<file path="config.mk">
export PLATFORM = sky130hd
export DESIGN_NAME = ascii_position_line_parser
export DESIGN_NICKNAME = d
export VERILOG_FILES = /design/src/rtl/core/apl_pkg.sv /design/src/rtl/core/ascii_position_line_parser.sv /design/src/rtl/core/apl_parse.sv /design/src/rtl/core/apl_out_reg.sv
export SDC_FILE = /design/constraint.sdc
export NUM_CORES = 1
export LEC_CHECK = 0
export ABC_CLOCK_PERIOD_IN_PS = 14760
export BUFFER_PORTS_ARGS = -buffer_cell sky130_fd_sc_hd__buf_2
export CORE_UTILIZATION = 50
export DETAILED_ROUTE_END_ITERATION = 10
export HOLD_SLACK_MARGIN = 0.05
export PLACE_DENSITY = 0.79
export SYNTH_ARGS = -nofsm -noshare
export SYNTH_HDL_FRONTEND = slang
export SYNTH_SLANG_ARGS = --single-unit
</file>
<file path="constraint.sdc">
create_clock -name clk -period 14.76 [get_ports clk]
set_input_delay 2.214 -clock clk [delete_from_list [all_inputs] [get_ports clk]]
set_output_delay 2.214 -clock clk [all_outputs]
set_load 0.02 [all_outputs]
</file>
<file path="src/rtl/core/apl_pkg.sv">
// ----------------------------------------------------------------------------
// apl_pkg
// Shared types and constants for the ASCII position line parser.
// ----------------------------------------------------------------------------
package apl_pkg;

  localparam int unsigned LEN_W = 8;

  localparam logic [3:0] PH_P      = 4'd0;
  localparam logic [3:0] PH_O      = 4'd1;
  localparam logic [3:0] PH_S      = 4'd2;
  localparam logic [3:0] PH_C      = 4'd3;
  localparam logic [3:0] PH_MODE   = 4'd4;
  localparam logic [3:0] PH_SEQ    = 4'd5;
  localparam logic [3:0] PH_X      = 4'd6;
  localparam logic [3:0] PH_Y      = 4'd7;
  localparam logic [3:0] PH_DSTART = 4'd8;
  localparam logic [3:0] PH_DDIG   = 4'd9;
  localparam logic [3:0] PH_REST   = 4'd10;
  localparam logic [3:0] PH_FAIL   = 4'd11;

  localparam logic [7:0] CHAR_NL    = 8'h0A;
  localparam logic [7:0] CHAR_MINUS = 8'h2D;
  localparam logic [7:0] CHAR_COMMA = 8'h2C;
  localparam logic [7:0] CHAR_ZERO  = 8'h30;
  localparam logic [7:0] CHAR_NINE  = 8'h39;
  localparam logic [7:0] CHAR_P     = 8'h50;
  localparam logic [7:0] CHAR_O     = 8'h4F;
  localparam logic [7:0] CHAR_S     = 8'h53;

  localparam logic [15:0] X_OFFSET_RESET = 16'd305;
  localparam logic [15:0] Y_OFFSET_RESET = 16'd235;

  localparam logic CFG_X_OFFSET = 1'b0;
  localparam logic CFG_Y_OFFSET = 1'b1;

  typedef struct packed {
    logic        target_valid;
    logic [15:0] distance;
    logic [15:0] move_y;
    logic [15:0] move_x;
    logic [15:0] target_y;
    logic [15:0] target_x;
    logic [15:0] sequence_res;
    logic [7:0]  mode;
  } result_t;

  function automatic logic [15:0] dec16(input logic [15:0] acc, input logic [3:0] d);
    dec16 = {acc[12:0], 3'b000} + {acc[14:0], 1'b0} + {12'd0, d};
  endfunction

  function automatic logic [7:0] dec8(input logic [7:0] acc, input logic [3:0] d);
    dec8 = {acc[4:0], 3'b000} + {acc[6:0], 1'b0} + {4'd0, d};
  endfunction

endpackage

</file>
<file path="src/rtl/core/ascii_position_line_parser.sv">
// ----------------------------------------------------------------------------
// ascii_position_line_parser
// Parses "POS,mode,seq,x,y,dist" lines from a byte stream into result beats.
// The newline byte is registered first, then its result is loaded into the output register that drives m_tvalid.
// Throughput: one byte per cycle, limited only by the sink stalling the
// result register. Reset clears the parse state and loads the offset defaults.
// ----------------------------------------------------------------------------
module ascii_position_line_parser #(
  parameter int unsigned MAX_LINE_LEN = 128
) (
  input  logic          clk,
  input  logic          rst,
  input  logic          s_tvalid,
  output logic          s_tready,
  input  logic [7:0]    s_tdata,   // rx_byte
  output logic          m_tvalid,
  input  logic          m_tready,
  output logic [103:0]  m_tdata,   // mode, sequence_res, target_x, target_y,
                                   // move_x, move_y, distance
  output logic          m_tuser,   // target_valid
  input  logic          cfg_we,
  input  logic          cfg_addr,
  input  logic [15:0]   cfg_wdata
);

  logic             in_valid;
  logic [7:0]       in_byte;
  logic             advance;
  logic             step;
  logic             res_fire;
  logic [15:0]      x_offset;
  logic [15:0]      y_offset;
  apl_pkg::result_t res;
  apl_pkg::result_t out_res;

  assign advance  = !m_tvalid || m_tready;
  assign s_tready = !in_valid || advance;
  assign step     = in_valid && advance;

  always_ff @(posedge clk) begin
    if (rst) begin
      in_valid <= 1'b0;
    end else if (s_tvalid && s_tready) begin
      in_valid <= 1'b1;
    end else if (advance) begin
      in_valid <= 1'b0;
    end
  end

  always_ff @(posedge clk) begin
    if (s_tvalid && s_tready) begin
      in_byte <= s_tdata;
    end
  end

  always_ff @(posedge clk) begin
    if (rst) begin
      x_offset <= apl_pkg::X_OFFSET_RESET;
      y_offset <= apl_pkg::Y_OFFSET_RESET;
    end else if (cfg_we) begin
      case (cfg_addr)
        apl_pkg::CFG_X_OFFSET: x_offset <= cfg_wdata;
        apl_pkg::CFG_Y_OFFSET: y_offset <= cfg_wdata;
        default: begin
        end
      endcase
    end
  end

  apl_parse #(
    .MAX_LINE_LEN (MAX_LINE_LEN)
  ) u_parse (
    .clk      (clk),
    .rst      (rst),
    .step     (step),
    .rx_byte  (in_byte),
    .x_offset (x_offset),
    .y_offset (y_offset),
    .res_fire (res_fire),
    .res      (res)
  );

  apl_out_reg u_out_reg (
    .clk       (clk),
    .rst       (rst),
    .load      (step && res_fire),
    .load_data (res),
    .ready     (m_tready),
    .valid     (m_tvalid),
    .data      (out_res)
  );

  assign m_tdata = {out_res.distance, out_res.move_y, out_res.move_x, out_res.target_y,
                    out_res.target_x, out_res.sequence_res, out_res.mode};
  assign m_tuser = out_res.target_valid;

endmodule

</file>
<file path="src/rtl/core/apl_parse.sv">
// ----------------------------------------------------------------------------
// apl_parse
// Per-byte line parse state and result formation for one registered byte.
// ----------------------------------------------------------------------------
module apl_parse #(
  parameter int unsigned MAX_LINE_LEN = 128
) (
  input  logic                clk,
  input  logic                rst,
  input  logic                step,
  input  logic [7:0]          rx_byte,
  input  logic [15:0]         x_offset,
  input  logic [15:0]         y_offset,
  output logic                res_fire,
  output apl_pkg::result_t    res
);

  logic [3:0]               phase;
  logic [apl_pkg::LEN_W-1:0] line_length;
  logic [7:0]               mode_accum;
  logic [15:0]              sequence_accum;
  logic [15:0]              x_accum;
  logic [15:0]              y_accum;
  logic [15:0]              distance_accum;
  logic                     distance_negative;

  logic [3:0]               phase_next;
  logic [apl_pkg::LEN_W-1:0] line_length_next;
  logic [7:0]               mode_accum_next;
  logic [15:0]              sequence_accum_next;
  logic [15:0]              x_accum_next;
  logic [15:0]              y_accum_next;
  logic [15:0]              distance_accum_next;
  logic                     distance_negative_next;

  logic                     is_digit;
  logic [3:0]               digit;
  logic [15:0]              distance_val;
  logic                     is_nl;
  logic                     clear;

  assign is_digit = (rx_byte >= apl_pkg::CHAR_ZERO) && (rx_byte <= apl_pkg::CHAR_NINE);
  assign digit    = is_digit ? rx_byte[3:0] : 4'd0;
  assign is_nl    = (rx_byte == apl_pkg::CHAR_NL);
  assign distance_val = distance_negative ? (16'd0 - distance_accum) : distance_accum;

  assign res_fire = is_nl && (line_length != '0) &&
                    (phase inside {apl_pkg::PH_DSTART, apl_pkg::PH_DDIG, apl_pkg::PH_REST});

  always_comb begin
    res.mode         = mode_accum;
    res.sequence_res = sequence_accum;
    res.target_x     = x_accum;
    res.target_y     = y_accum;
    res.move_x       = x_accum - x_offset;
    res.move_y       = y_accum - y_offset;
    res.distance     = distance_val;
    res.target_valid = ~distance_val[15];
  end

  always_comb begin
    phase_next             = phase;
    line_length_next       = line_length + apl_pkg::LEN_W'(1);
    mode_accum_next        = mode_accum;
    sequence_accum_next    = sequence_accum;
    x_accum_next           = x_accum;
    y_accum_next           = y_accum;
    distance_accum_next    = distance_accum;
    distance_negative_next = distance_negative;
    clear = is_nl || (line_length >= apl_pkg::LEN_W'(MAX_LINE_LEN));
    case (phase)
      apl_pkg::PH_P: begin
        phase_next = (rx_byte == apl_pkg::CHAR_P) ? apl_pkg::PH_O : apl_pkg::PH_FAIL;
      end
      apl_pkg::PH_O: begin
        phase_next = (rx_byte == apl_pkg::CHAR_O) ? apl_pkg::PH_S : apl_pkg::PH_FAIL;
      end
      apl_pkg::PH_S: begin
        phase_next = (rx_byte == apl_pkg::CHAR_S) ? apl_pkg::PH_C : apl_pkg::PH_FAIL;
      end
      apl_pkg::PH_C: begin
        phase_next = (rx_byte == apl_pkg::CHAR_COMMA) ? apl_pkg::PH_MODE : apl_pkg::PH_FAIL;
      end
      apl_pkg::PH_MODE: begin
        if (is_digit) begin
          mode_accum_next = apl_pkg::dec8(mode_accum, digit);
        end else begin
          phase_next = (rx_byte == apl_pkg::CHAR_COMMA) ? apl_pkg::PH_SEQ : apl_pkg::PH_FAIL;
        end
      end
      apl_pkg::PH_SEQ: begin
        if (is_digit) begin
          sequence_accum_next = apl_pkg::dec16(sequence_accum, digit);
        end else begin
          phase_next = (rx_byte == apl_pkg::CHAR_COMMA) ? apl_pkg::PH_X : apl_pkg::PH_FAIL;
        end
      end
      apl_pkg::PH_X: begin
        if (is_digit) begin
          x_accum_next = apl_pkg::dec16(x_accum, digit);
        end else begin
          phase_next = (rx_byte == apl_pkg::CHAR_COMMA) ? apl_pkg::PH_Y : apl_pkg::PH_FAIL;
        end
      end
      apl_pkg::PH_Y: begin
        if (is_digit) begin
          y_accum_next = apl_pkg::dec16(y_accum, digit);
        end else begin
          phase_next = (rx_byte == apl_pkg::CHAR_COMMA) ? apl_pkg::PH_DSTART
                                                        : apl_pkg::PH_FAIL;
        end
      end
      apl_pkg::PH_DSTART: begin
        if (rx_byte == apl_pkg::CHAR_MINUS) begin
          distance_negative_next = 1'b1;
          phase_next             = apl_pkg::PH_DDIG;
        end else if (is_digit) begin
          distance_accum_next = apl_pkg::dec16(distance_accum, digit);
          phase_next          = apl_pkg::PH_DDIG;
        end else begin
          phase_next = apl_pkg::PH_REST;
        end
      end
      apl_pkg::PH_DDIG: begin
        if (is_digit) begin
          distance_accum_next = apl_pkg::dec16(distance_accum, digit);
        end else begin
          phase_next = apl_pkg::PH_REST;
        end
      end
      default: begin
      end
    endcase
  end

  always_ff @(posedge clk) begin
    if (rst || (step && clear)) begin
      phase             <= apl_pkg::PH_P;
      line_length       <= '0;
      mode_accum        <= '0;
      sequence_accum    <= '0;
      x_accum           <= '0;
      y_accum           <= '0;
      distance_accum    <= '0;
      distance_negative <= 1'b0;
    end else if (step) begin
      phase             <= phase_next;
      line_length       <= line_length_next;
      mode_accum        <= mode_accum_next;
      sequence_accum    <= sequence_accum_next;
      x_accum           <= x_accum_next;
      y_accum           <= y_accum_next;
      distance_accum    <= distance_accum_next;
      distance_negative <= distance_negative_next;
    end
  end

endmodule

</file>
<file path="src/rtl/core/apl_out_reg.sv">
// ----------------------------------------------------------------------------
// apl_out_reg
// Result register that holds one parsed line until the sink takes it.
// ----------------------------------------------------------------------------
module apl_out_reg (
  input  logic             clk,
  input  logic             rst,
  input  logic             load,
  input  apl_pkg::result_t load_data,
  input  logic             ready,
  output logic             valid,
  output apl_pkg::result_t data
);

  logic valid_next;

  assign valid_next = load ? 1'b1 : (ready ? 1'b0 : valid);

  always_ff @(posedge clk) begin
    if (rst) begin
      valid <= 1'b0;
    end else begin
      valid <= valid_next;
    end
  end

  always_ff @(posedge clk) begin
    if (load) begin
      data <= load_data;
    end
  end

endmodule
</file>
* After elaboration in Yosys (flattened, before gate mapping)
Cells that the tools add are included.
Storage, ports and cells: bits of input ports 30, logic and storage cells 116, bits in registers 232, output and inout bits 107
Operators by class: multiplexer cells 25, add/subtract/negate cells 14, magnitude comparators 3, eq/ne operators 22, reduce and logical (&&, ||, !) cells 29, bitwise gates (word level) 2
Operators by type and width (number):
- $add A16 B16 Y16 | 4
- $add A16 B4 Y16 | 4
- $mux W4 | 14
- $mux W16 | 3
- $pmux W4 S10 | 1
- $pmux W16 S2 | 1
- $sub A16 B16 Y16 | 2
- $eq A8 B7 Y1 const B | 3
- $reduce_and A3 Y1 | 6
- $eq A4 B3 Y1 const B | 4
- $eq A8 B6 Y1 const B | 2
- $sub A1 B16 Y16 const A | 1
- $eq A4 B4 Y1 const B | 3
- $ne A2 B2 Y1 const B | 6
- $reduce_bool A10 Y1 | 1
- $add A8 B1 Y8 const B | 1
- $add A8 B4 Y8 | 1
- $add A8 B8 Y8 | 1
- $eq A4 B2 Y1 const B | 2
- $eq A8 B4 Y1 const B | 1
- $ge A8 B6 Y1 const B | 1
- $ge A8 B8 Y1 const B | 1
- $le A8 B6 Y1 const B | 1
- $reduce_bool A8 Y1 | 1
- 12 further kinds | 30

* Logic depth before layout (Yosys ltp)
Gate-level depths: netlist (run 1).
word-level depth 7, depth in mapped cells 15, gate-level depth less buffers 13

* By module
Synthesis (run 1) repeated with hierarchy kept, for this count alone.
Unflattened totals: cell total of the unflattened synthesis 1352, area, all modules 13469.2 um^2
By module, submodules not included:
- apl_parse | sequential area each 1701.6 um^2, cells each 1099, area an instance 8607.0 um^2, times used 1
- apl_out_reg | sequential area each 3173.0 um^2, cells each 109, area an instance 3191.8 um^2, times used 1
- ascii_position_line_parser | sequential area each 900.9 um^2, cells each 144, area an instance 1670.4 um^2, times used 1

* Least setup slack after synthesis (run 1)
No wires, ideal clock.
kind input to register, start in m_tready, end reg u_out_reg.data[0] in the netlist's numbering (enable), arrival time 9.992 ns, setup time 0.701 ns, data required time 14.059 ns, stages on the path 6, path buffers 2, slack 4.068 ns, cells stage by stage nand2b_1 -> and2_1 -> buf_2 -> buf_2 -> nand4_1 -> nor3_1
Between the ends: longest elaborated chain between the ends 3
Ends and longest elaborated chain:
- from (decl) | RTL line ascii_position_line_parser.sv:17 | input logic m_tready,
- $logic_or A1 B1 Y1 | RTL line ascii_position_line_parser.sv:36 | assign advance = !m_tvalid || m_tready;
- $logic_and A1 B1 Y1 | RTL line ascii_position_line_parser.sv:38 | assign step = in_valid && advance;
- $logic_and A1 B1 Y1 | RTL line ascii_position_line_parser.sv:86 | .load (step && res_fire),
- named net u_out_reg.load | RTL line apl_out_reg.sv:8 | input logic load,
- to (signal assigned) | RTL line apl_out_reg.sv:29 | data <= load_data;
- to (decl) | RTL line apl_out_reg.sv:12 | output apl_pkg::result_t data
The timed path passes the listed nets, and every way through them passes these cells. A chain may end at the register's enable or synchronous reset.

* Worst setup path after layout (run 1)
start in m_tready, end out s_tready
Between the ends: longest elaborated chain between the ends 2
Ends and longest elaborated chain:
- $logic_or A1 B1 Y1 | RTL line ascii_position_line_parser.sv:36
- $logic_or A1 B1 Y1 | RTL line ascii_position_line_parser.sv:37 | assign s_tready = !in_valid || advance;
- to (decl) | RTL line ascii_position_line_parser.sv:14 | output logic s_tready,
No other way between the ends.

==> out/qor.csv, run 1 <==
stage;metric;value;unit
detailed_routing;vias;10600;
sta;timing.final.crit_period;5170;ps
placed_design;place_ws;9600;ps
floorplan;die_area;27600;sq um
outcome;run_status;finished with violations;
clock_tree;cts_buffers;25;
pwr;vdd_ir_drop_max;69.7;uV
pwr;p_switching;0.314;mW
sta;tightestPinTransition;1090;ps
yosys;synth_cell_types;74;
clock_tree;ctsResizeCount;0;
pwr;cellLeakagePower;6.48;nW
pwr;switching_share;23.5;%
clock_tree;h-tree-depth;1;
clock_tree;clock-sinks;232;
yosys;synth_common_cells;187 x nand2_1, 152 x ha_1, 126 x a21oi_1;
sta;maxSlewHeadroom;26.9;%
detailed_routing;via_per_inst;5.72;
detailed_routing;final_antenna_net_count;0;
yosys;ys_seq_elements;232;
placed_design;port_buffers;136;
pwr;comb_power_share;5.4;%
clock_tree;cts.path.max_buffers;3;
yosys;async_reset_ff_share;0;%
global_routing;grt_pass1_vias;10000;
detailed_routing;totalWireLength;29.5;mm
outcome;violations;DRC;
detailed_routing;drt_iter0_drc;741;
critical_path;cp_top_family;simple AND/OR/NAND/NOR gates;
final_layout;fillers;2237;
critical_path;critPathMaxStageDelay;260;ps
critical_path;crit_type;in -> out;
global_routing;grt_most_used_layer;met2;
global_routing;overflow;0;
yosys;synth.top_cell.area_share;25.2;%
global_routing;met3_usage;2.57;%
floorplan;ioPinCount;137;
pwr;intPower;1.02;mW
pwr;clkPwrFrac;42.8;%
yosys;synthTopCellsByArea;edfxtp_1 25%, dfxtp_1 18%, ha_1 14%;
critical_path;path_cells;buf_2 > nor2b_1 > nand2_1 > buf_2;
yosys;syn-instance-count;1377;
critical_path;cp.required;12550;ps
sta;whs;452;ps
pwr;finalPower;1.34;mW
hold_path;whs_path_depth;0;
critical_path;cp_num_buf_inv;2;
detailed_routing;avgRoutedWirePerCell;15.9;microns
yosys;synth-seq-area-share;42.9;%
critical_path;worstPathArrival;2960;ps
critical_path;r2r_slack;10530;ps
yosys;synth-edff-count;113;
clock_tree;cts-root-buf;clkbuf_16;
floorplan;core_area;26200;sq um
floorplan;start_util;51.4;%
global_routing;antenna_found_initial;1;
yosys;syn_area;13500;sq um
critical_path;critPathMaxFanout;5;
critical_path;crit-reg2reg-capture;u_parse.x_accum[15];
critical_path;crit_top_cell;buf_2;
hold_path;hold_class;reg -> reg;
sta;max_freq;193;MHz
yosys;yosys_warnings;0;
sta;finalCritPeriodShare;35.1;%
critical_path;worst-path-stages;4;
critical_path;cp_slowest_cell;nor2b_1;
sta;setup_tns;0;ps
pwr;power_density;88.1;nW/um^2
critical_path;worstReg2RegStart;in_byte[1];
sta;setup_viol;0;
sta;slew_viol_final;0;
clock_tree;clock_latency;540;ps
global_routing;track_usage;21.0;%
sta;worst_slack;9590;ps
global_routing;grt_first_pass_wirelength;48.3;mm
clock_tree;clk_pin_slew;60;ps
detailed_routing;drt_pre_antenna_iters;8;
global_routing;met2_usage;35.0;%
final_layout;finish.utilization;57.9;%
sta;report.final.hold_viol_count;0;
yosys;ys.flop_type;dfxtp_1;
detailed_routing;drc;8;
floorplan;die_y;166;microns
placed_design;dp_hpwl;21.1;mm
hold_path;min_to;u_out_reg.data[23];
flow_run;drv_cap;0;
pwr;seq_power_share;51.8;%
critical_path;end_kind;output pin;
global_routing;use_met1;27.9;%
yosys;synth_area_per_cell;9.78;sq um
final_layout;drive_gt1_share;13.0;%
final_layout;synthToLayoutAreaGrowth;12.7;%
sta;clock-skew-final;15.3;ps
placed_design;gp_congestion;0.957;
hold_path;min_from;u_parse.sequence_accum[15];
floorplan;die_x;166;microns
final_layout;nets;1690;
clock_tree;cts_setup_buffers;0;
yosys;synth_fp_nets;1566;
yosys;yosysMostFrequentCell;nand2_1;
critical_path;reg2regPathDepth;12;
floorplan;placementRows;59;
clock_tree;cts_hold_buf;0;
global_routing;grt_max_degree;86;
clock_tree;cts_tree;built;
critical_path;critPathLaunchType;input pin;
yosys;yosys.area.top_type;edfxtp_1;
sta;rsz0062_at_grt;no;
-- routing by layer --
| metal | wire length (microns) | part of all wire, % |
|---|---|---|
| met5 | 0 | 0 |
| met4 | 852 | 2.9 |
| met3 | 1450 | 4.9 |
| met2 | 13700 | 46 |
| met1 | 13500 | 46 |
-- kinds of logic after synthesis --
family / after synthesis / synth area share (%)
adders and majority gates: 159 / 15.2
AOI/OAI and AO/OA: 339 / 16.1
muxes: 15 / 1.12
and+or+nand+nor: 438 / 15.8
xor gates and xnor gates: 86 / 5.59
buffers and inverters: 108 / 3.29
DFF: 232 / 42.9
-- how the worst max path moves through the flow --
stage             start           endpoint  slack [ps]
6_report       m_tready           s_tready        9590
5_1_grt        m_tready           s_tready        9530
4_1_cts        m_tready           s_tready        9600
3_5_place_dp   m_tready           s_tready        9600
3_3_place_gp   m_tready           s_tready        9600
2_1_floorplan  m_tready  u_out_reg.data[0]        4070
-- flip-flops by register name (all words and copies together), names as in the netlist, 16 cells and up --
register                flops
u_out_reg.data            105
u_parse.distance_accum     16
u_parse.sequence_accum     16
u_parse.x_accum            16
u_parse.y_accum            16
x_offset                   16
y_offset                   16
-- power groups by stage --
stage	Combinational (mW)	Clock [mW]	Sequential, mW
2_1_floorplan	0.0573	0	0.700
3_3_place_gp	0.0681	0	0.706
3_5_place_dp	0.0699	0	0.706
4_1_cts	0.0707	0.585	0.692
5_1_grt	0.0797	0.611	0.694
6_report	0.0717	0.573	0.693
-- cell type report --
class | instances | area (sq um) | area share [%]
multi-input cells | 1037 | 7270 | 47.9
clock buffers | 27 | 643 | 4.24
flip-flops and latches | 232 | 5780 | 38.1
repair buffers | 140 | 711 | 4.68
well taps | 335 | 419 | 2.76
inverters | 65 | 244 | 1.61
clock inverters | 19 | 106 | 0.701
diodes | 1 | 2.50 | 0.0165
-- placed cells by master (no fill, tap or decap), types with 8 or more instances in the layout --
cell / Yosys / routed
dfxtp_1: 119 / 119
nand2b_1: 19 / 19
a21oi_1: 126 / 126
mux2i_1: 14 / 14
clkbuf_16: 0 / 25
nor3_1: 31 / 30
a21o_1: 26 / 26
buf_2: 18 / 136
and3_1: 9 / 9
a211o_1: 12 / 12
nand3b_1: 11 / 11
edfxtp_1: 113 / 113
nand2_1: 187 / 187
o21ai_0: 56 / 56
xnor2_1: 60 / 60
ha_1: 152 / 152
or3_1: 8 / 8
nand4_1: 15 / 15
xor2_1: 26 / 26
o211ai_1: 13 / 13
and2_1: 13 / 13
nor2_1: 69 / 69
a211oi_1: 22 / 22
inv_1: 65 / 65
nor2b_1: 10 / 10
o21a_1: 17 / 17
nand3_1: 32 / 32
-- stage by stage --
| stage | area (sq um) | instances |
|---|---|---|
| CTS | 15200 | 1855 |
| detailed placement | 14400 | 1809 |
| global placement | 14400 | 1809 |
| floorplan | 13500 | 1377 |
| finish | 15200 | 1856 |
| global route | 15200 | 1856 |
-- worst register-to-register path: cells and delay by family (launching register included) --
kind,cells,cell delay (ps)
compound gates,5,1410
simple gates,3,1070
fa+ha+maj,2,610
flops,1,500
mux,1,350
xor+xnor,1,180
Note: power is estimated with default switching activity, not from simulation.
==> run 2: changes to the inputs <==
Settings changed: ABC_CLOCK_PERIOD_IN_PS 14760 to 5300.
Clock period 14.76 ns to 5.3 ns, I/O delays scaled along.
==> run 2 against run 1 <==
Compared with the run above:
- the run still ends with DRC left
- clock power rose to 3.0 times the previous value
- non-clock buffer count up 3
- hold slack worse by 12 ps
- die area stayed put
- clock-buffer cell count increased by 12
- flip-flop and latch count unchanged
- cell count up 0.16%
==> out/qor.csv, run 2 (synthesis gave the netlist of run 1 again) <==
stage;metric;value;unit
final_layout;diodes;0;
sta;finalCritPeriodShare;75.3;%
sta;report.final.hold_viol_count;0;
sta;timing.final.crit_period;3990;ps
sta;worst_slack;1310;ps
detailed_routing;vias;10600;
pwr;power_density;251;nW/um^2
global_routing;overflow;0;
detailed_routing;totalWireLength;30.4;mm
sta;setup_viol;0;
critical_path;cp_top_family;compound AO/OA/AOI/OAI gates;
critical_path;end_kind;flip-flop;
sta;maxSlewHeadroom;26.2;%
detailed_routing;final_antenna_net_count;0;
critical_path;crit_type;reg -> reg;
critical_path;critPathMaxStageDelay;480;ps
final_layout;final_common_cell;nand2_1;
detailed_routing;via_per_inst;5.70;
sta;slew_viol_final;0;
clock_tree;clock_latency;540;ps
global_routing;antenna_found_initial;0;
floorplan;core_area;26200;sq um
clock_tree;cts-root-buf;clkbuf_16;
floorplan;placementRows;59;
global_routing;track_usage;22.3;%
placed_design;dp_hpwl;22.3;mm
placed_design;port_buffers;136;
global_routing;grt_pass1_vias;10600;
outcome;run_status;finished with violations;
clock_tree;cts_buffers;26;
floorplan;die_y;166;microns
critical_path;r2r_slack;1310;ps
final_layout;final_cell_mix;187 x nand2_1, 152 x ha_1, 136 x buf_2, 126 x a21oi_1, 119 x dfxtp_1;
clock_tree;h-tree-depth;1;
clock_tree;clock-sinks;232;
critical_path;worstPathArrival;4410;ps
critical_path;critPathMaxFanout;10;
final_layout;regMostFlops;u_out_reg.data;
clock_tree;cts_setup_buffers;0;
sta;setup_tns;0;ps
outcome;violations;DRC;
global_routing;grt_first_pass_wirelength;51.1;mm
sta;max_freq;251;MHz
floorplan;start_util;51.4;%
detailed_routing;avgRoutedWirePerCell;16.4;microns
clock_tree;cts.path.max_buffers;3;
clock_tree;cts_hold_buf;0;
sta;clock-skew-final;13.4;ps
hold_path;hold_class;reg -> reg;
final_layout;nets;1694;
final_layout;fillers;2225;
critical_path;path_cells;o21ai_2 > and3_1 > and2_1 > buf_4 > xnor2_1 > ha_1 > a21o_1 > ha_1 > nor2b_1 > o31ai_1 > a21oi_1 > o41ai_1 > mux2i_1 > nand2_1;
critical_path;cp.required;5720;ps
detailed_routing;drc;8;
clock_tree;clk_pin_slew;60;ps
critical_path;cp_slowest_cell;edfxtp_1;
final_layout;drive_gt1_share;12.9;%
sta;rsz0062_at_grt;no;
final_layout;largest_register_ff_count;105;
placed_design;place_ws;1430;ps
critical_path;crit_top_cell;ha_1;
floorplan;die_area;27600;sq um
floorplan;ioPinCount;137;
critical_path;critPathLaunchType;flip-flop;
pwr;vdd_ir_drop_max;200;uV
placed_design;gp_congestion;0.903;
clock_tree;ctsResizeCount;0;
sta;tightestPinTransition;1100;ps
flow_run;drv_cap;0;
floorplan;die_x;166;microns
critical_path;cp_num_buf_inv;1;
final_layout;synthToLayoutAreaGrowth;13.2;%
detailed_routing;drt_pre_antenna_iters;10;
clock_tree;cts_tree;built;
pwr;cellLeakagePower;6.52;nW
detailed_routing;drt_iter0_drc;657;
global_routing;grt_max_degree;56;
[run 2: cell count changes in the layout (fill, tap and decap cells not counted), sizes merged]
| cell | change |
|---|---|
| inv | -1 |
| clkinvlp | -1 |
| clkinv | -10 |
| diode | -1 |
| clkbuf | +12 |
| bufinv | +1 |
| buf | +3 |
[run 2: per-layer routing]
layer	share of wire, %	global-route usage, %
met3	6.0	3.24
met2	47	38.2
met5	0	0
met4	3.1	8.09
met1	44	28.5
[run 2: final cells by class]
class / count / area (sq um) / area share [%]
repair buffers: 143 / 733 / 4.81
flip-flops and latches: 232 / 5780 / 37.9
multi-input cells: 1037 / 7280 / 47.7
clock inverters: 8 / 82.6 / 0.541
clock buffers: 39 / 719 / 4.72
inverters: 65 / 244 / 1.60
well taps: 335 / 419 / 2.75
[run 2: per-stage QoR]
stage	hold WS [ps]	util (%)	cell area [sq um]	total power, mW	cells
after detailed placement	423	55.1	14500	2.17	1812
after global routing	433	58.2	15300	3.97	1859
final	440	58.2	15300	3.83	1859
after CTS	428	58.2	15300	3.86	1859
after global placement	422	55.1	14500	2.16	1812
after floorplan	408	-	13500	2.11	1377
[run 2: path summary, 6_finish.rpt]
kind | cells past startpoint | end | from
max reg2reg | 14 | u_parse.distance_accum[12] | in_byte[1]
min | 0 | u_out_reg.data[23] | u_parse.sequence_accum[15]
min reg2reg | 0 | u_out_reg.data[23] | u_parse.sequence_accum[15]
max | 14 | u_parse.distance_accum[12] | in_byte[1]
[run 2: report_power, final]
part           internal, mW  switching [mW]
clock network         0.987           0.710
logic                0.0778           0.125
registers              1.90          0.0353
total                  2.96           0.870
